--- config.mk ---
export PLATFORM = sky130hd
export DESIGN_NAME = cpr_div_cell
export DESIGN_NICKNAME = d
export VERILOG_FILES = /design/src/hw/rtl/cpr_pkg.sv /design/src/hw/rtl/cpr_div_cell.sv
export SDC_FILE = /design/constraint.sdc
export NUM_CORES = 1
export LEC_CHECK = 0
export BUFFER_PORTS_ARGS = -buffer_cell sky130_fd_sc_hd__buf_2
export CORE_AREA = 5 5 407 409
export CTS_BUF_LIST = sky130_fd_sc_hd__clkbuf_8
export DETAILED_ROUTE_END_ITERATION = 6
export DIE_AREA = 0 0 412 414
export HOLD_SLACK_MARGIN = 0.12
export PLACE_DENSITY_LB_ADDON = 0.1
export RECOVER_POWER = 50
export REMOVE_ABC_BUFFERS = 1
export SKIP_LAST_GASP = 1
export SYNTH_ARGS = -nofsm -noshare
export SYNTH_HDL_FRONTEND = slang
export SYNTH_SLANG_ARGS = --single-unit
--- constraint.sdc ---
create_clock -name clk -period 0.9 [get_ports clk]
set_clock_uncertainty 0.1 [all_clocks]
set_input_delay 0.09 -clock clk [delete_from_list [all_inputs] [get_ports clk]]
set_output_delay 0.09 -clock clk [all_outputs]
set_load 0.05 [all_outputs]
--- src/hw/rtl/cpr_pkg.sv ---
`timescale 1ns / 1ps
package cpr_pkg;

	localparam int SQ_STEPS  = 34;
	localparam int DIV_STEPS = 32;

	typedef logic signed [31:0] word_t;

	typedef struct packed {
		word_t [2:0] pt;
		word_t [2:0] anc;
		logic  [2:0] neg;
		logic        clamp;
	} side_t;

	typedef struct packed {
		side_t            side;
		logic [2:0][63:0] prod;
		logic [67:0]      n;
		logic [34:0]      rem;
		logic [33:0]      root;
	} sq_t;

	typedef struct packed {
		side_t            side;
		logic [33:0]      len;
		logic [2:0][33:0] rem;
		logic [2:0][31:0] num;
		logic [2:0][31:0] q;
	} dv_t;

endpackage

--- src/hw/rtl/cpr_div_cell.sv ---
`timescale 1ns / 1ps
module cpr_div_cell (
	input  logic         clk,
	input  logic         arst_n,
	input  logic         en,
	input  logic         vld_i,
	input  cpr_pkg::dv_t d_i,
	output logic         vld_o,
	output cpr_pkg::dv_t d_o
);
	logic [2:0][34:0] cur;
	logic [2:0]       ge;

	always_comb begin
		for (int j = 0; j < 3; j++) begin
			cur[j] = {d_i.rem[j], d_i.num[j][31]};
			ge[j]  = cur[j] >= {1'b0, d_i.len};
		end
	end

	always_ff @(posedge clk or negedge arst_n) begin
		if (!arst_n)
			vld_o <= 1'b0;
		else if (en)
			vld_o <= vld_i;
	end

	always_ff @(posedge clk) begin
		if (en) begin
			d_o.side <= d_i.side;
			d_o.len  <= d_i.len;
			for (int j = 0; j < 3; j++) begin
				d_o.rem[j] <= ge[j] ? 34'(cur[j] - {1'b0, d_i.len}) : cur[j][33:0];
				d_o.num[j] <= {d_i.num[j][30:0], 1'b0};
				d_o.q[j]   <= {d_i.q[j][30:0], ge[j]};
			end
		end
	end
endmodule
# Word-level counts from Yosys, hierarchy flattened
# Index checks and enable logic that the tools add are counted.
# totals
in_bits	528
out_inout_bits	525
wordCells	28
register_bits	522
# op_classes
n_addsub	3
n_lt_le_gt_ge	3
mux	3
# op_table
op	count
$ge 35x34->1	3
$mux 34	3
$sub 34x34->34	3

# Depth between registers and ports, before layout
# logic_depth
depth_word	2
depth_mapped	14
ltp_nobuf	13

# Worst setup path before layout
# Ideal clock, no wire load.
# synth_path
kind	input -> register
start	input port d_i[159] (netlist name)
end	register d_o[256] (netlist name), data pin
setup_time_ps	266
t_arrival_ps	2562
stages	13
path_slack_ps	-2028
path_buffers	0
required_ps	534
path_cell_list	inv_1 ha_1 inv_1 fa_1 a211oi_2 o211ai_1 a211o_1 o41ai_4 nor2_1 a211o_1 a31o_1 o31ai_1 o31ai_1
# synth_via
elab_chain_cells	2
word_cells_on_any_way	3
classes_between	1 x add/sub; 1 x order compare; 1 x mux
# synth_lines
element	line	source
start: declaration	cpr_div_cell.sv:7	input cpr_pkg::dv_t d_i,
$sub 34x34->34 / $ge 35x34->1 (equally long branches)	cpr_div_cell.sv:33, cpr_div_cell.sv:17	
$mux 34 *	cpr_div_cell.sv:33	d_o.rem[j] <= ge[j] ? 34'(cur[j] - {1'b0, d_i.len}) : cur[j][33:0];
end: declaration	cpr_div_cell.sv:9	output cpr_pkg::dv_t d_o
# Every way passes the cells marked *; elsewhere a longest branch is shown, timed or not.
# A chain may end at the register's enable or synchronous reset.

# Worst setup path in the final report
# layout_path
start	input port d_i[301] (netlist name)
end	register d_o[281] (netlist name), data pin
# Same word-level chain as after synthesis.

==> metrics.yaml <==
sta:
  worstMarginPinSlew_ps: 496
  slew_violations: 0
  slew_headroom_pct: 66.8
  period_share_pct: 283
  min_period_ps: 2550
  whs_ps: -614
  rsz0062_at_grt: "yes"
  fin_ws_ps: -1650
  setup_viol: 1224
  fmax_mhz: 392
  hold_violations: 76
power:
  ir_drop_uv: 994
  power_density_nw_per_um2: 1710
  power.leakage_nw: 21.7
logic_synthesis:
  syn_area_per_cell_sq_um: 14.4
  synth_area_leaders: "edfxtp_1 (71%), ha_1 (5.8%), a21oi_1 (2.9%), o21ai_0 (2.4%), nand2_1 (2.2%)"
  synth_edf_count: 521
  synthCells: 1536
  synth_flop_cell: "edfxtp_1"
  synth-seq-area-share_pct: 70.7
  netlist_area_sq_um: 22200
  synth-seq-cells: 522
  synth_top_area_share_pct: 70.6
  synth_cell_types: 68
  yosys_warnings: 0
  synthArstFlopShare_pct: 0.192
  synth_top_cell_by_area: "edfxtp_1"
global_route:
  track_usage_pct: 17.0
  grt_pass1_vias: 25095
  grt_pass1_wl_um: 203000
  grt-ovfl-total: 0
  antenna_found_initial: 79
  grt_start_max_net_pins: 32
min_path:
  holdCritPathClass: "input port to register"
route:
  drt_iter0_drc: 909
  vias: 23637
  ant_nets: 0
  dr.pass1.iters: 5
  wirelength_met1_um: 58700
  routed-wl-met3_um: 11900
  drt-total-wl_um: 156000
  wire_per_inst_um: 24.7
  via_per_inst: 3.73
  wl_met2_um: 79200
  drc: 0
  routed.top_layer: "met5"
final_layout:
  layout_common_cells: "dlygate4sd3_1 (852), edfxtp_1 (521), buf_2 (489)"
  drive_above_1_share_pct: 47.4
  num-nets-final: 4685
  area_growth_pct: 134
  final_core_util_pct: 32.1
  design_area_sq_um: 51900
  final_common_cell: "dlygate4sd3_1"
critical_path:
  critPathMaxFanout: 6
  crit_path_end_kind: "register"
  critPathKind: "input port to register"
  start_kind: "input port"
  critPathRequiredTime_ps: 1330
  worstPathArrival_ps: 2980
clock_network:
  numCtsBuffers: 108
  cts_buffer_depth: 3
  cts_sinks: 522
  root_buffer: "clkbuf_8"
  cts_tree: "built"
  clk_latency_ps: 770
  htreeDepth: 3
  clk_pin_slew_ps: 60
die:
  ios: 1053
  die_h_um: 414
  die_w_um: 412
  num_rows: 148
  initial_utilization_pct: 13.7
  coreArea_sq_um: 162000
  dieArea_sq_um: 171000
outcome:
  status: "finished, violations left"
  violations: "hold timing, setup timing"
place:
  placed_area_sq_um: 36700
  dp_slack_ps: -2670
  gp_congestion: 0.910
  io_buffer_count: 1046
  dpl.hpwl_um: 127000
flow_run:
  timing.max_cap.violations: 0
-- final timing paths --
| check | start | cells past startpoint | slack, ps | end |
|---|---|---|---|---|
| max | d_i[301] | 12 | -1650 | d_o[281] |
| min | d_i[296] | 1 | -610 | d_o[296] |
| max reg2reg | vld_o | 1 | 40 | vld_o |
| min reg2reg | vld_o | 1 | 450 | vld_o |
| max in group asynchronous | arst_n | 3 | 210 | vld_o |
| min in group asynchronous | arst_n | 3 | 380 | vld_o |
-- layer usage --
| layer | vias up | track usage (%) |
|---|---|---|
| met5 | - | 0 |
| met4 | 44 | 5.53 |
| met3 | 268 | 5.21 |
| met2 | 822 | 30.9 |
| met1 | 11543 | 18.9 |
| li1 | 10960 | - |
-- synthesized netlist by cell type (3+ instances only) --
master,n
a211o_1,6
a211oi_1,12
a21boi_0,6
a21o_1,36
a21oi_1,128
a31o_2,4
a31oi_1,14
and2_1,10
and3_1,14
buf_1,4
buf_2,7
buf_4,4
clkbuf_1,25
edfxtp_1,521
fa_1,3
ha_1,102
inv_1,59
mux2_2,15
nand2_1,131
nand2b_1,10
nand3_1,38
nand3b_1,4
nand4_1,16
nor2_1,67
nor2b_1,10
nor3_1,11
nor4_1,3
o211ai_1,9
o21a_1,6
o21ai_0,107
o21bai_1,12
o311ai_0,3
o31ai_1,7
or3_1,5
or4_1,3
xnor2_1,49
xor2_1,36
-- logic make-up (layout without fill, tap and decap cells) --
family	Yosys count	count (layout)	synth area share (%)
AOI/OAI and AO/OA	379	379	10.5
xor gates and xnor gates	85	85	3.36
adders and majority gates	105	105	6.03
buffers and inverters	100	2700	1.80
DFF	522	522	70.7
muxes	16	16	0.807
other	1	31	0.0169
and+or+nand+nor	328	328	6.83
-- registers in the layout, indices dropped and copies added (netlist names) --
name and flops:
d_o 521, vld_o 1
-- metrics by stage --
stage	power (W)	std cells	setup TNS [ps]
finish	0.0890	6341	-627960
global route	0.0932	6322	-665950
CTS	0.0868	6257	-608330
detailed placement	0.0565	5204	-367600
global placement	0.0566	5204	-364390
floorplan	0.0430	1498	-278010
-- area by class of cell --
cell class / count / area, sq um
inverter: 60 / 265
multi-input combinational: 916 / 7670
tap: 2175 / 2720
antenna: 28 / 70.1
clock inverter: 88 / 623
fill: 16383 / 110000
timing repair buffer: 2444 / 23400
sequential: 522 / 15700
clock buffer: 108 / 1490
-- critical path, stage by stage --
cell	delay (ps)
clkbuf_1	170
inv_1	130
ha_1	300
and2_1	140
o21ai_0	80
o21bai_2	220
a21oi_2	240
a311oi_4	170
o31a_1	360
o41a_4	590
clkbuf_16	200
mux2_4	280
-- what timing repair did --
item | CTS | global route
setup endpoints to repair | 627 | 643
pin swaps | 18 | 126
hold buffers | 857 | 40
gates resized for setup | 32 | 1463
endpoints found under the hold margin | 1044 | 131
gates cloned | 0 | 11
buffers inserted | 1 | 45
-- where the power goes --
group          internal (W)  switching [W]
Sequential           0.0297        0.00166
Combinational        0.0145         0.0173
Clock                0.0131         0.0127
No activity file was read; power rests on OpenSTA's default activity.
