===== config.mk =====
export PLATFORM = sky130hd
export DESIGN_NAME = cpr_sqrt_cell
export DESIGN_NICKNAME = d
export VERILOG_FILES = /design/src/hw/rtl/cpr_pkg.sv /design/src/hw/rtl/cpr_sqrt_cell.sv
export SDC_FILE = /design/constraint.sdc
export NUM_CORES = 1
export LEC_CHECK = 0
export BUFFER_PORTS_ARGS = -buffer_cell sky130_fd_sc_hd__buf_2
export CAP_MARGIN = 20
export CORE_AREA = 3 3 415 417
export DETAILED_ROUTE_END_ITERATION = 12
export DIE_AREA = 0 0 418 420
export GPL_TIMING_DRIVEN = 0
export MAX_ROUTING_LAYER = met4
export PLACE_DENSITY = 0.3
export SETUP_SLACK_MARGIN = 0.2
export SYNTH_ARGS = -nofsm -noshare
export SYNTH_HDL_FRONTEND = slang
export SYNTH_SLANG_ARGS = --single-unit
export TNS_END_PERCENT = 100

===== constraint.sdc =====
create_clock -name clk -period 1.35 [get_ports clk]
set_input_delay 0.2025 -clock clk [delete_from_list [all_inputs] [get_ports clk]]
set_output_delay 0.2025 -clock clk [all_outputs]
set_load 0.005 [all_outputs]

===== src/hw/rtl/cpr_pkg.sv =====
`timescale 1ns / 1ps
package cpr_pkg;

	localparam int SQ_STEPS  = 34;
	localparam int DIV_STEPS = 32;

	typedef logic signed [31:0] word_t;

	typedef struct packed {
		word_t [2:0] pt;
		word_t [2:0] anc;
		logic  [2:0] neg;
		logic        clamp;
	} side_t;

	typedef struct packed {
		side_t            side;
		logic [2:0][63:0] prod;
		logic [67:0]      n;
		logic [34:0]      rem;
		logic [33:0]      root;
	} sq_t;

	typedef struct packed {
		side_t            side;
		logic [33:0]      len;
		logic [2:0][33:0] rem;
		logic [2:0][31:0] num;
		logic [2:0][31:0] q;
	} dv_t;

endpackage


===== src/hw/rtl/cpr_sqrt_cell.sv =====
`timescale 1ns / 1ps
module cpr_sqrt_cell (
	input  logic         clk,
	input  logic         arst_n,
	input  logic         en,
	input  logic         vld_i,
	input  cpr_pkg::sq_t d_i,
	output logic         vld_o,
	output cpr_pkg::sq_t d_o
);
	logic [36:0] cur;
	logic [36:0] trial;
	logic        ge;

	always_comb begin
		cur   = {d_i.rem, d_i.n[67:66]};
		trial = {1'b0, d_i.root, 2'b01};
		ge    = cur >= trial;
	end

	always_ff @(posedge clk or negedge arst_n) begin
		if (!arst_n)
			vld_o <= 1'b0;
		else if (en)
			vld_o <= vld_i;
	end

	always_ff @(posedge clk) begin
		if (en) begin
			d_o.side <= d_i.side;
			d_o.prod <= d_i.prod;
			d_o.n    <= {d_i.n[65:0], 2'b00};
			d_o.rem  <= ge ? 35'(cur - trial) : cur[34:0];
			d_o.root <= {d_i.root[32:0], ge};
		end
	end
endmodule


== After elaboration in Yosys (flattened, before gate mapping) ==
Cells that the tools add are included.

* Logic and storage cells: 18
* Output and inout bits: 526
* Input bits: 529
* Register bits: 524

* Mux-type cells: 1
* Magnitude comparators: 1
* $add $sub $neg: 1

{| class="wikitable"
|+ Operator list
! operator !! count
|-
| greater-or-equal comparator 37 x 36 -> 1 bit || 1
|-
| two-way mux 35 bit || 1
|-
| subtractor 35 bit || 1
|}

== Depth between registers and ports, before layout ==
Gate-level depths: netlist of the first run.

* Word-level depth: 2
* Depth in mapped cells: 12
* Gate-level depth less buffers: 10

== Worst setup path before layout of the first run ==
Ideal clock, no wire load.

* Path kind: input-to-reg
* Start point: input port d_i[0] (netlist bit)
* End point: register d_o[40] (netlist bit) (data pin)
* Library setup time: 260 ps
* Data arrival time: 2463 ps
* Path buffers: 1
* Stages on the path: 11
* Required time: 1090 ps
* Slack: -1373 ps
* Cell sequence: inv_1 -> ha_1 -> o21ai_0 -> a221oi_2 -> a21o_2 -> a41oi_4 -> o311ai_4 -> a22oi_2 -> a21oi_4 -> buf_6 -> mux2_4

* Longest elaborated chain between the ends: 2
* Elaborated cells between the ends (all ways): 3
* Classes of those cells: add/sub (1); order compare (1); mux (1)

{| class="wikitable"
|+ RTL lines
! what !! RTL line !! source
|-
| start, declared || cpr_sqrt_cell.sv:7 || <nowiki>input cpr_pkg::sq_t d_i,</nowiki>
|-
| subtractor 35 bit / greater-or-equal comparator 37 x 36 -> 1 bit (equally long branches) || cpr_sqrt_cell.sv:33, cpr_sqrt_cell.sv:18 ||
|-
| two-way mux 35 bit * || cpr_sqrt_cell.sv:33 || <nowiki>d_o.rem <= ge ? 35'(cur - trial) : cur[34:0];</nowiki>
|-
| end, declared || cpr_sqrt_cell.sv:9 || <nowiki>output cpr_pkg::sq_t d_o</nowiki>
|}

Mark *: on every way between the ends. The rest lies on a longest branch, timed or not.
A chain may end at the register's enable or synchronous reset.

== Final worst setup path of the first run ==
* Start point: input port d_i[5] (netlist bit)
* End point: register d_o[41] (netlist bit) (data pin)

Same word-level chain as after synthesis.

==> run_results.csv, run 1 <==
group,metric,value,unit
yosys,syn_inst,867,
grt,grt_usage,12.2,%
finish,fillers,18200,
worst_setup_path,r2r_cells,1,
min_path,hp-start,"en",
timing,period_share,179,%
placed_design,place_congestion,0.845,
worst_setup_path,critical_path_arrival,2860,ps
yosys,ys_ff_latch,524,
finish,drive_above_1_share,51.2,%
timing,final-setup-viol-count,542,
clock_network,htreeDepth,3,
timing,hold_viol,0,
floorplan,dieWidth,418,um
worst_setup_path,crit_type,"input port to flop",
placed_design,place_ws,-2850,ps
yosys,async_flop_share,0.191,%
timing,rsz0062_at_grt,"true",
yosys,synth_cell_types,63,
placed_design,dpl.hpwl,86200,um
timing,relSlewSlack,64.6,%
worst_setup_path,path_max_fanout,6,
clock_network,clock-sinks,524,
clock_network,clk_latency,690,ps
yosys,ys_seq_area_share,85.7,%
status,status,"finished, violations left",
floorplan,core,169000,um2
grt,grt_pass1_vias,15500,
routing,wl_per_cell,22.8,um
floorplan,row_count,151,
yosys,synth_top_cell_area_share,85.5,%
routing,drt-pass1-iter-count,5,
clock_network,numCtsBuffers,72,
worst_setup_path,rr_startpoint,"vld_o",
timing,min_period,2420,ps
worst_setup_path,cp-start-kind,"input port",
routing,drc,0,
worst_setup_path,worstPathRequired,1790,ps
timing,layout_setup_ws,-1070,ps
power,p_leak,14.8,nW
yosys,synth_area_leaders,"edfxtp_1, ha_1, mux2_4, xnor2_1, inv_1",
min_path,min_path_type,"input port to flop",
min_path,min_path_cells,2,
routing,totalWireLength,111000,um
routing,ant_nets,0,
yosys,syn_area,18400,um2
routing,num_vias,15000,
finish,areaGrowthSynthToFinish,97.3,%
worst_setup_path,startpoint,"d_i[5]",
clock_network,cts_buffer_depth,3,
placed_design,io_buffers,1052,
yosys,ys_dominant_reg_cell,"edfxtp_1",
clock_network,cts.clk_slew.worst_paths,60,ps
timing,worst_slew_pin_slew,528,ps
grt,antenna_found_initial,52,
routing,drt-initial-drc-count,818,
finish,final_cells,4867,
floorplan,dieArea,176000,um2
floorplan,start_util,10.9,%
yosys,yosysTopAreaCell,"edfxtp_1",
timing,slew_violations,0,
timing,fmax,0.414,GHz
floorplan,chipHeight,420,um
floorplan,ios,1055,
clock_network,cts_tree,"yes",
status,violations,"negative setup slack",
timing,fin_worst_skew,0,ps
yosys,yosysWarnings,0,
routing,via_per_inst,3.09,
placed_design,placedCellCount,4144,
flow_run,drv_cap,0,
clock_network,cts_root_buf,"clkbuf_16",
yosys,avgSynthCellArea,21.2,um2
worst_setup_path,end_kind,"flop",
power,power.density,1300,nW/um2
finish,fin_nets,3158,
power,irDropWorstVdd,0.000848,V
yosys,synth_edf_count,523,
grt,gr-total-overflow,0,
grt,grt_pass1_wl,139000,um
grt,grt_max_degree,101,
[logic make-up (layout without fill, tap and decap cells)]
family / Yosys count / after routing / share of synthesized area, %
and+or+nand+nor: 84 / 84 / 2.32
muxes: 34 / 34 / 2.63
AOI/OAI and AO/OA: 103 / 103 / 4.11
DFF: 524 / 524 / 85.7
xor gates and xnor gates: 31 / 31 / 1.48
adders and majority gates: 36 / 36 / 2.45
buffers and inverters: 54 / 1826 / 1.32
other: 1 / 11 / 0.0204
[timing repair]
item                       in CTS  in global routing
hold endpoints to repair      594                  0
setup endpoints to repair     840               1013
hold buffers                  525                  0
gates cloned                    7                 10
pin swaps                      22                 18
buffers inserted               36                 15
gates resized for setup       213                 66
[worst paths after layout]
path	end	slack, ps
max	d_o[41]	-1070
min in group asynchronous	vld_o	420
min	d_o[108]	100
min reg2reg	vld_o	540
max reg2reg	vld_o	590
max in group asynchronous	vld_o	800
[synthesized netlist by cell type (all sizes together), types with 5 or more instances]
library cell and instances:
a211oi 6, a21o 16, edfxtp 523, clkbuf 5
nand2 19, xor2 9, ha 36, nand3 13
nand4 7, nand2b 5, o21ai 16, a21oi 25
nor2 17, mux2 33, buf 9, inv 40
o21a 7, xnor2 22
[placed cells by master (no fill, tap or decap), types with 4 or more instances in the layout]
cell,count
a21oi_1,20
clkinv_2,8
nand2b_1,5
clkbuf_16,82
buf_2,966
ha_4,19
mux2_2,5
inv_4,7
nand3_1,12
buf_8,6
inv_1,24
buf_4,38
buf_12,8
clkinvlp_4,4
a21o_1,15
clkinv_1,11
xor2_1,9
dlygate4sd3_1,524
bufinv_16,6
clkbuf_1,12
edfxtp_1,523
nand4_1,7
ha_1,12
diode_2,9
xnor2_1,21
inv_2,7
o21ai_0,12
mux2_4,28
buf_16,10
buf_6,97
o21a_1,7
a211oi_1,6
nand2_1,15
ha_2,5
o211ai_1,4
nor2_1,14
[power breakdown]
| group | leakage [nW] | internal, mW | switching (mW) |
|---|---|---|---|
| registers | 5.13 | 19.5 | 0.524 |
| logic | 8.53 | 4.16 | 3.61 |
| clock network | 1.11 | 11.1 | 8.15 |
| total | 14.8 | 34.8 | 12.3 |
[routing by layer]
layer | wire length [um] | track usage, %
met1 | 43200 | 13.5
met2 | 56800 | 20.8
met3 | 8020 | 3.72
met4 | 2840 | 3.87
met5 | 0 | -
[state kept, by name, indices dropped and copies added, names as in the netlist]
register  flops
vld_o         1
d_o         523
[through the flow]
stage / power (mW) / hold WS, ps / area, um2 / setup TNS, ps / utilization (%)
floorplan: 21.8 / -93.1 / 18600 / -43810 / -
detailed placement: 25.8 / 5.17 / 26800 / -430860 / 15.8
CTS: 48.1 / 45.1 / 35700 / -220550 / 21.1
finish: 47.1 / 96.8 / 36200 / -61830 / 21.4
global placement: 26.1 / 5.73 / 26600 / -5080720 / 15.7
global route: 49.4 / 71.5 / 36200 / -105150 / 21.4
[worst max-delay path, cell delays in order]
cell and delay [ps]:
buf_2 140, inv_8 40, ha_4 290, and4_4 250
and2_4 150, a21o_4 160, a41oi_4 150, o311ai_4 390
a22oi_2 130, a21oi_4 230, buf_12 170, buf_12 110
buf_16 130, mux2_4 290
[cell type report]
class                           instances  area [um2]  area share (%)
Buffer                                 14         190           0.525
Sequential cell                       524       15700            43.4
Multi-Input combinational cell        290        2870            7.91
Inverter                               40         180           0.497
Tap cell                             2218        2780            7.66
Timing Repair Buffer                 1651       12100            33.5
Antenna cell                            9        22.5          0.0622
Clock buffer                           84        1870            5.16
Clock inverter                         37         444            1.23
Power figures use the tool's default switching activity.
==> run 2, diff against run 1 <==
==> constraint.sdc (replaced) <==
create_clock -name clk -period 1.35 [get_ports clk]
set_input_delay 0.2025 -clock clk [delete_from_list [all_inputs] [get_ports clk]]
set_output_delay 0.2025 -clock clk [all_outputs]
set_load 0.02 [all_outputs]
==> run_results.csv, run 2 (synthesized netlist as in run 1, its figures left out) <==
group,metric,value,unit
status,status,"finished, violations left",
status,violations,"negative setup slack",
timing,hold_viol,0,
grt,grt_util_met2,21.1,%
worst_setup_path,end_kind,"flop",
timing,slew_violations,0,
clock_network,numCtsBuffers,72,
grt,grt_util_met1,13.5,%
finish,drive_above_1_share,51.2,%
routing,drt-pass1-iter-count,5,
timing,fmax,0.414,GHz
grt,grt_pass1_wl,140000,um
floorplan,row_count,151,
timing,holdWs,97.2,ps
grt,busiest_layer,"met2",
clock_network,cts_buffer_depth,3,
clock_network,cts_tree,"yes",
min_path,min_path_type,"input port to flop",
finish,final_cell_mix,"buf_2, dlygate4sd3_1, edfxtp_1, buf_6, clkbuf_16",
finish,fin_nets,3156,
placed_design,place_congestion,0.845,
floorplan,ios,1055,
timing,worst_slew_pin_slew,528,ps
timing,relSlewSlack,64.6,%
finish,final_common_cell,"buf_2",
routing,wl_per_cell,22.9,um
power,p_leak,15.6,nW
worst_setup_path,cp-start-kind,"input port",
timing,min_period,2420,ps
clock_network,cts_root_buf,"clkbuf_16",
routing,drt-initial-drc-count,743,
floorplan,dieArea,176000,um2
clock_network,cts.clk_slew.worst_paths,60,ps
worst_setup_path,path_max_fanout,5,
clock_network,htreeDepth,3,
grt,grt_max_degree,101,
placed_design,place_ws,-2850,ps
routing,drc,0,
power,power.density,1300,nW/um2
finish,biggestRegsByFlops,"d_o x523, vld_o x1",
routing,totalWireLength,111000,um
finish,ff_latch_area,15700,um2
grt,use_met3,3.73,%
worst_setup_path,worstPathRequired,1790,ps
clock_network,clk_latency,690,ps
grt,antenna_found_initial,44,
routing,ant_nets,0,
finish,fillers,17900,
timing,fin_worst_skew,0,ps
finish,areaGrowthSynthToFinish,110,%
grt,grt_pass1_vias,15700,
floorplan,start_util,10.9,%
placed_design,io_buffers,1052,
timing,period_share,179,%
routing,num_vias,15000,
power,irDropWorstVdd,0.000856,V
grt,grt_usage,12.2,%
routing,via_per_inst,3.10,
floorplan,core,169000,um2
grt,gr-total-overflow,0,
placed_design,dpl.hpwl,86200,um
timing,final-setup-viol-count,560,
clock_network,clock-sinks,524,
timing,rsz0062_at_grt,"true",
timing,layout_setup_ws,-1070,ps
worst_setup_path,crit_type,"input port to flop",
finish,multi_input_area,2870,um2
floorplan,dieWidth,418,um
finish,largest_reg_flops,523,
flow_run,drv_cap,0,
worst_setup_path,critical_path_arrival,2860,ps
floorplan,chipHeight,420,um
finish,largest_register,"d_o",
==> run 2: changes by cell type in the layout (fill, tap and decap cells not counted), sizes merged <==
cell,delta
buf,-2
diode,-4
==> run 2: power breakdown <==
part | internal, mW | leakage (nW) | switching, mW
clock network | 11.1 | 1.11 | 8.17
registers | 19.5 | 5.13 | 0.770
logic | 5.30 | 9.34 | 5.13
total | 36.0 | 15.6 | 14.1
==> run 2: area by class of cell <==
type / count / area share (%)
sequential: 524 / 40.7
clock inverter: 37 / 1.15
multi-input combinational: 290 / 7.43
antenna: 5 / 0.0324
tap: 2218 / 7.19
clock buffer: 84 / 4.84
inverter: 40 / 0.467
timing repair buffer: 1649 / 37.7
buffer: 14 / 0.493
==> run 2: timing repair <==
item | 4_1_cts | 5_1_grt
setup endpoints to repair | 840 | 1013
cloned | 7 | 10
hold buffers | 525 | 0
pin swaps | 22 | 18
buffers inserted | 36 | 13
hold endpoints to repair | 594 | 0
gates resized for setup | 836 | 222
==> run 2: path summary, 6_finish.rpt <==
| path | from | endpoint | slack, ps | depth (start not counted) |
|---|---|---|---|---|
| setup reg to reg | vld_o | vld_o | 590 | 1 |
| hold reg to reg | vld_o | vld_o | 540 | 1 |
| hold / removal | en | d_o[226] | 100 | 2 |
| max in group asynchronous | arst_n | vld_o | 800 | 3 |
| setup / recovery | d_i[1] | d_o[41] | -1070 | 14 |
| min in group asynchronous | arst_n | vld_o | 420 | 3 |
==> run 2: metal layers <==
metal / vias to the layer above / wire (um)
li1: 6897 / -
met1: 7409 / 43300
met2: 568 / 57500
met3: 173 / 7720
met4: 0 / 2680
met5: - / 0
==> run 2: worst max-delay path, cell delays in order <==
cell and delay, ps:
buf_6 100, inv_4 40, ha_4 280, o21ai_4 60, a221oi_4 320, a21o_4 210
a41oi_4 150, o311ai_4 390, a22oi_2 130, a21oi_4 230, buf_12 170, buf_12 110
buf_16 130, mux2_4 290
==> run 2: stage by stage <==
step                total power [mW]  TNS [ps]  utilization [%]  cell area, um2  instances
floorplan                       23.4    -43810                -           18600        868
global route                    52.3   -117400             22.8           38600       4861
CTS                             50.7   -233370             22.2           37600       4833
finish                          50.0    -76660             22.8           38600       4861
global placement                27.7  -5080720             15.7           26600       4138
detailed placement              27.4   -430860             15.8           26800       4144
